$ cat config.mk
export PLATFORM = sky130hd
export DESIGN_NAME = kfs_queue
export DESIGN_NICKNAME = d
export VERILOG_FILES = /design/src/sv/kfs_pkg.sv /design/src/sv/kfs_queue.sv
export SDC_FILE = /design/constraint.sdc
export NUM_CORES = 1
export LEC_CHECK = 0
export BUFFER_PORTS_ARGS = -buffer_cell sky130_fd_sc_hd__buf_4
export CAP_MARGIN = 10
export CORE_MARGIN = 3
export CORE_UTILIZATION = 41
export CTS_BUF_LIST = sky130_fd_sc_hd__clkbuf_2
export CTS_CLUSTER_DIAMETER = 150
export DETAILED_ROUTE_END_ITERATION = 7
export PLACE_DENSITY = 0.74
export SLEW_MARGIN = 0
export SYNTH_ARGS = -nofsm -noshare
export SYNTH_HDL_FRONTEND = slang
export SYNTH_SLANG_ARGS = --single-unit
export TNS_END_PERCENT = 100
$ cat constraint.sdc
create_clock -name clk -period 11.7 [get_ports clk]
set_clock_uncertainty 0.1 [all_clocks]
set_input_delay 0 -clock clk [delete_from_list [all_inputs] [get_ports clk]]
set_output_delay 0 -clock clk [all_outputs]
set_load 0.02 [all_outputs]
$ cat src/sv/kfs_pkg.sv
// kfs_pkg: shared types, sizes and constant tables of the keyframe channel sampler
// used by every module of the block; depends on nothing else
`default_nettype none

package kfs_pkg;

  localparam int MAX_KEYS   = 64;
  localparam int KEY_AW     = $clog2(MAX_KEYS);
  localparam int CNT_W      = $clog2(MAX_KEYS + 1);
  localparam int QDEPTH     = 2;
  localparam int QAW        = (QDEPTH > 1) ? $clog2(QDEPTH) : 1;
  localparam int BONE_W     = 10;
  localparam int KIND_W     = 2;
  localparam int RATIO_W    = 17;
  localparam int CORD_W     = 34;
  localparam int CORD_STEPS = 16;
  localparam int CORD_IW    = $clog2(CORD_STEPS);
  localparam int DIV_NW     = CORD_W + 14;
  localparam int DIV_DW     = 32;
  localparam int DIV_CW     = $clog2(DIV_NW);
  localparam int SQ_W       = 58;

  // raw kind codes on the input tuser
  localparam logic [KIND_W-1:0] KIND_APPEND = 2'd0;
  localparam logic [KIND_W-1:0] KIND_QUERY  = 2'd1;
  localparam logic [KIND_W-1:0] KIND_CLEAR  = 2'd2;

  localparam logic [RATIO_W-1:0] RATIO_ONE = 17'd65536;
  localparam logic [28:0] ONE_Q28   = 29'd268435456;
  localparam logic [28:0] SLERP_THR = 29'd268435456 - 29'd2684;
  localparam logic signed [CORD_W-1:0] CORD_KINV = 34'sd652032874;

  typedef enum logic [1:0] {
    CMD_APPEND = 2'd0,
    CMD_QUERY  = 2'd1,
    CMD_CLEAR  = 2'd2
  } cmd_kind_t;

  // same bit order as the input tdata: time in the lowest bits
  typedef struct packed {
    logic [2:0][31:0] scale;
    logic [3:0][15:0] rot;
    logic [2:0][31:0] pos;
    logic [31:0]      tm;
  } key_t;

  typedef struct packed {
    cmd_kind_t kind;
    key_t      key;
  } cmd_t;

  typedef struct packed {
    logic [2:0][31:0]  scale;
    logic [3:0][15:0]  rot;
    logic [2:0][31:0]  pos;
    logic [BONE_W-1:0] bone;
  } res_t;

  typedef struct packed {
    logic busy;
    logic done;
  } div_stat_t;

  localparam int IN_DATA_W  = $bits(key_t);
  localparam int OUT_DATA_W = (($bits(res_t) + 7) / 8) * 8;

  // arctangent of 2^-i in Q30 radians
  function automatic logic signed [CORD_W-1:0] atan_q30(input logic [CORD_IW-1:0] i);
    logic signed [CORD_W-1:0] v;
    case (i)
      4'd0:    v = 34'sd843314856;
      4'd1:    v = 34'sd497837829;
      4'd2:    v = 34'sd263043836;
      4'd3:    v = 34'sd133525158;
      4'd4:    v = 34'sd67021686;
      4'd5:    v = 34'sd33543515;
      4'd6:    v = 34'sd16775850;
      4'd7:    v = 34'sd8388437;
      4'd8:    v = 34'sd4194282;
      4'd9:    v = 34'sd2097149;
      4'd10:   v = 34'sd1048575;
      4'd11:   v = 34'sd524287;
      4'd12:   v = 34'sd262143;
      4'd13:   v = 34'sd131071;
      4'd14:   v = 34'sd65535;
      4'd15:   v = 34'sd32767;
      default: v = '0;
    endcase
    return v;
  endfunction

endpackage

`default_nettype wire

$ cat src/sv/kfs_queue.sv
// kfs_queue: short command queue between the front and the back of the sampler
// depends on kfs_pkg
`default_nettype none

module kfs_queue (
  input  logic          clk,
  input  logic          rst,
  input  logic          push_valid,
  output logic          push_ready,
  input  kfs_pkg::cmd_t push_cmd,
  output logic          pop_valid,
  input  logic          pop,
  output kfs_pkg::cmd_t pop_cmd
);
  import kfs_pkg::*;

  cmd_t             slots [QDEPTH];
  logic [QAW-1:0]   wr_ptr;
  logic [QAW-1:0]   rd_ptr;
  logic [QAW:0]     fill;
  logic             do_push;
  logic             do_pop;

  assign push_ready = (fill != (QAW + 1)'(QDEPTH));
  assign pop_valid  = (fill != '0);
  assign pop_cmd    = slots[rd_ptr];
  assign do_push    = push_valid && push_ready;
  assign do_pop     = pop && pop_valid;

  always_ff @(posedge clk) begin
    if (do_push) begin
      slots[wr_ptr] <= push_cmd;
    end
  end

  always_ff @(posedge clk) begin
    if (rst) begin
      wr_ptr <= '0;
      rd_ptr <= '0;
      fill   <= '0;
    end else begin
      if (do_push) begin
        wr_ptr <= (wr_ptr == QAW'(QDEPTH - 1)) ? '0 : wr_ptr + QAW'(1);
      end
      if (do_pop) begin
        rd_ptr <= (rd_ptr == QAW'(QDEPTH - 1)) ? '0 : rd_ptr + QAW'(1);
      end
      if (do_push && !do_pop) begin
        fill <= fill + (QAW + 1)'(1);
      end else if (do_pop && !do_push) begin
        fill <= fill - (QAW + 1)'(1);
      end
    end
  end

endmodule

`default_nettype wire

==> results.yml, run 1 <==
status:
  status: "did not finish"
  lastStage: "clock tree synthesis"
  first-error: "[ERROR RSZ-0060] Max buffer count reached."
floorplanning:
  initial_utilization: 0.417
  die_y_microns: 235
  dieWidth_microns: 235
  io_pins: 586
  num_rows: 83
logic_synthesis:
  synth_sequential_area_ratio: 0.814
  synth_area_sq_um: 21500
  synth.distinct_cells: 20
  synth.area.top_cells: "edfxtp_1 81%, mux2_2 9.9%, mux2_4 7.0%"
  synth_nets: 1221
  syn_avg_cell_area_sq_um: 23.2
  yosys_warnings: 0
  synth_top_cell_area_share: 0.810
  ys_seq_elements: 585
  number_of_cells_produced_by_synthesis: 926
  synth_area_leader_cell: "edfxtp_1"
clock_network:
  cts_num_sinks: 585
  cts_made_buffers: 147
  ctsHtreeMaxLevel: 4
  clock-root-buffer: "clkbuf_2"
  post-cts-setup-buffer-count: 0
  ctsHoldBuffers: 482
  cts_resized: 0
  ctsLongestPathBuffers: 3
placed_design:
  placement.setup.worst_slack_ns: 7.75
  gp_congestion: 0.741
  numPortBuffers: 585
  detailedPlacementHpwl_microns: 31900
[synthesized netlist by cell type]
cell	n
o21ai_0	2
buf_6	11
a21bo_2	1
nand2b_1	1
and3_1	1
buf_4	1
mux2_2	190
ha_1	1
edfxtp_1	580
and2_1	1
or2_2	1
a21oi_1	2
buf_2	20
mux2_4	100
xor2_1	3
inv_1	1
or3_1	1
nand3b_1	1
nor2_1	3
dfxtp_1	5
[stage by stage]
| stage | instances | area [sq um] |
|---|---|---|
| after global placement | 2169 | 26600 |
| after detailed placement | 2169 | 26600 |
| after floorplan | 926 | 21500 |
[kinds of logic after synthesis]
| logic type | count (synthesis) | synth area share |
|---|---|---|
| buffers and inverters | 33 | 0.0109 |
| and+or+nand+nor | 9 | 0.00233 |
| muxes | 290 | 0.169 |
| DFF | 585 | 0.814 |
| xor gates and xnor gates | 3 | 0.00122 |
| AOI/OAI and AO/OA | 5 | 0.00140 |
| adders and majority gates | 1 | 0.000582 |
==> inputs of run 2 (changes only) <==
CORE_UTILIZATION = 26   (was 41)
CTS_BUF_LIST = not set   (was sky130_fd_sc_hd__clkbuf_2)
CTS_CLUSTER_DIAMETER = not set   (was 150)
PLACE_DENSITY = not set   (was 0.74)
PLACE_DENSITY_LB_ADDON = 0.15   (was not set)
==> run 2 against run 1 <==
The run now ends clean. Synthesized area is the same. Synthesized cell count is the same.
==> results.yml, run 2 <==
status:
  status: "finished, final reports clean"
finish:
  final_util: 0.417
  largest-register: "slots"
  layoutNonFillerInstCount: 3124
  mostFrequentLayoutCells: "592 x buf_4, 580 x edfxtp_1, 449 x dlygate4sd3_1"
  fillerInstances: 7447
  mostFrequentLayoutCell: "buf_4"
  synthToLayoutAreaGrowth_pct: 57.5
  largestRegisters: "slots (580), fill (2)"
  ratio_of_cells_with_drive_above_1_in_the_final_layout: 0.480
  largest_reg_flops: 580
  nets: 2303
floorplanning:
  num_rows: 104
  io_pins: 586
  dieWidth_microns: 294
  core-area_sq_um: 81200
  die_y_microns: 294
  die-area_sq_um: 86200
  initial_utilization: 0.265
logic_synthesis:
  async_flop_share: 0
  yosys_warnings: 0
  synth-edff-count: 580
  synth_top_cell_area_share: 0.810
  synth_sequential_area_ratio: 0.814
  ys_seq_elements: 585
  synth_flop_cell: "edfxtp_1"
  synth.area.top_cells: "edfxtp_1 81%, mux2_2 9.9%, mux2_4 7.0%"
  synth.distinct_cells: 20
  synth_area_leader_cell: "edfxtp_1"
  synth_nets: 1221
  syn_avg_cell_area_sq_um: 23.2
  number_of_cells_produced_by_synthesis: 926
  synth_area_sq_um: 21500
  synth.cells.most_frequent: "580 x edfxtp_1, 190 x mux2_2, 100 x mux2_4"
  yosys.cell_count.top_type: "edfxtp_1"
sta:
  final_hold_fails: 0
  setup_viol: 0
  actual_slew_at_the_worst_max_slew_pin_ns: 1.00
  fin_setup_tns_ns: 0
  setup_repair_after_global_routing_missed_its_margin: "false"
  slew_headroom: 0.332
  timing.fmax_mhz: 249
  fin_crit_sh: 0.343
  minimum_clock_period_after_layout_ns: 4.01
  post-route-worst-setup-slack_ns: 7.69
  maxSlewViolCount: 0
clock_network:
  clock_insertion_delay_worst_skew_ns: 0.60
  cts_made_buffers: 69
  ctsLongestPathBuffers: 3
  ctsHtreeMaxLevel: 3
  ctsHoldBuffers: 449
  clock-root-buffer: "clkbuf_16"
  tritoncts_clock_tree: "yes"
  cts_num_sinks: 585
  worst_setup_hold_path_clk_slew_ns: 0.06
  post-cts-setup-buffer-count: 0
  cts_resized: 0
placed_design:
  gp_congestion: 0.762
  detailedPlacementHpwl_microns: 38000
  placed_cells_incl_taps: 2548
  numPortBuffers: 585
  placement.setup.worst_slack_ns: 7.94
critical_path:
  cpLargestDelayFamily: "buffers and inverters"
  worstPathArrival_ns: 3.91
  critical_path_s_largest_stage_delay_ns: 0.91
  cell_occurring_most_often_along_the_worst_timing_path: "buf_4"
  startpoint_type: "flip-flop"
  cp_num_buf_inv: 3
  required_ns: 11.60
  timing.critical_path.slowest_stage_cell: "dfxtp_4"
  crit_path_end_kind: "output port"
  worstPathCellList: "buf_4 -> buf_4 -> mux2_2 -> buf_4"
  critPathKind: "reg2out"
  path_max_fanout: 67
routing:
  num_vias: 12700
  drtAntennaViolNets: 0
  post_dr_wirelength_cell_microns: 18.4
  route.detailed.drc: 0
  first_pass_iters: 4
  drt-initial-drc-count: 448
  totalWireLength_microns: 57600
  vias_per_cell: 4.05
pwr:
  total_leakage_power_nw: 12.8
  total_power_mw: 6.86
  power.ir.vdd_worst_mv: 0.227
  pwr_density_cell_nw_per_um2: 203
global_route:
  grt_antenna_before_repair: 2
  grt_first_pass_wirelength_microns: 84600
  grt-ovfl-total: 0
  grt_pass1_vias: 14100
  pin_count_of_the_biggest_net_entering_global_routing: 133
  groute.usage.overall: 0.129
job:
  maxCapViolations: 0
worst_hold_path:
  holdCritPathClass: "in2reg"
[run 2: cell counts after synthesis]
Identical to the previous run, type by type.
[run 2: layer usage]
layer | vias to the layer above | part of all wire | track usage
met5 | - | 0 | 0
met4 | 0 | 0.030 | 0.0478
met3 | 94 | 0.070 | 0.0416
met2 | 398 | 0.53 | 0.238
met1 | 6274 | 0.37 | 0.137
li1 | 5889 | - | -
[run 2: cells by family (layout without fill, tap and decap cells)]
family | Yosys count | after routing | share of synthesized area
xor+xnor | 3 | 3 | 0.00122
buf+inv | 33 | 1169 | 0.0109
flops | 585 | 585 | 0.814
mux | 290 | 290 | 0.169
other cells | 0 | 2 | 0
simple gates | 9 | 9 | 0.00233
fa+ha+maj | 1 | 1 | 0.000582
compound gates | 5 | 5 | 0.00140
[run 2: final timing paths]
kind,endpoint,slack (ns),from,cells after the start
worst max-delay path,pop_cmd[19],7.69,flip-flop,4
worst min register to register,rd_ptr,0.41,rd_ptr,2
worst max register to register,slots[1][233],8.00,fill[0],4
worst min-delay path,slots[1][66],0.05,push_cmd[66],2
[run 2: report_power, final]
part | internal, mW | total (mW) | switching [mW]
logic | 0.968 | 2.04 | 1.07
registers | 2.62 | 2.71 | 0.0894
clock network | 1.24 | 2.12 | 0.874
total | 4.83 | 6.86 | 2.03
[run 2: final cells by class]
cell class / count / area (sq um) / area share
Antenna cell: 2 / 5.00 / 0.000148
Clock buffer: 80 / 1780 / 0.0525
Clock inverter: 45 / 494 / 0.0146
Inverter: 1 / 11.3 / 0.000332
Multi-Input combinational cell: 308 / 3760 / 0.111
Sequential cell: 585 / 17500 / 0.517
Tap cell: 1060 / 1330 / 0.0391
Timing Repair Buffer: 1043 / 8980 / 0.265
[run 2: stage by stage]
step / instance area [sq um] / hold WS (ns)
after floorplan: 21500 / -0.0309
after global placement: 27100 / 0.0856
after detailed placement: 27100 / 0.0881
after CTS: 33900 / 0.000157
after global routing: 33900 / 0.0160
final: 33900 / 0.0477
[run 2: worst register-to-register path, cell delays in order (launching register included)]
cell and delay, ns:
dfxtp_1 0.41, nand2b_1 0.23, and3_4 0.68, buf_4 0.86
buf_4 0.91
(Power assumes the default switching activity.)
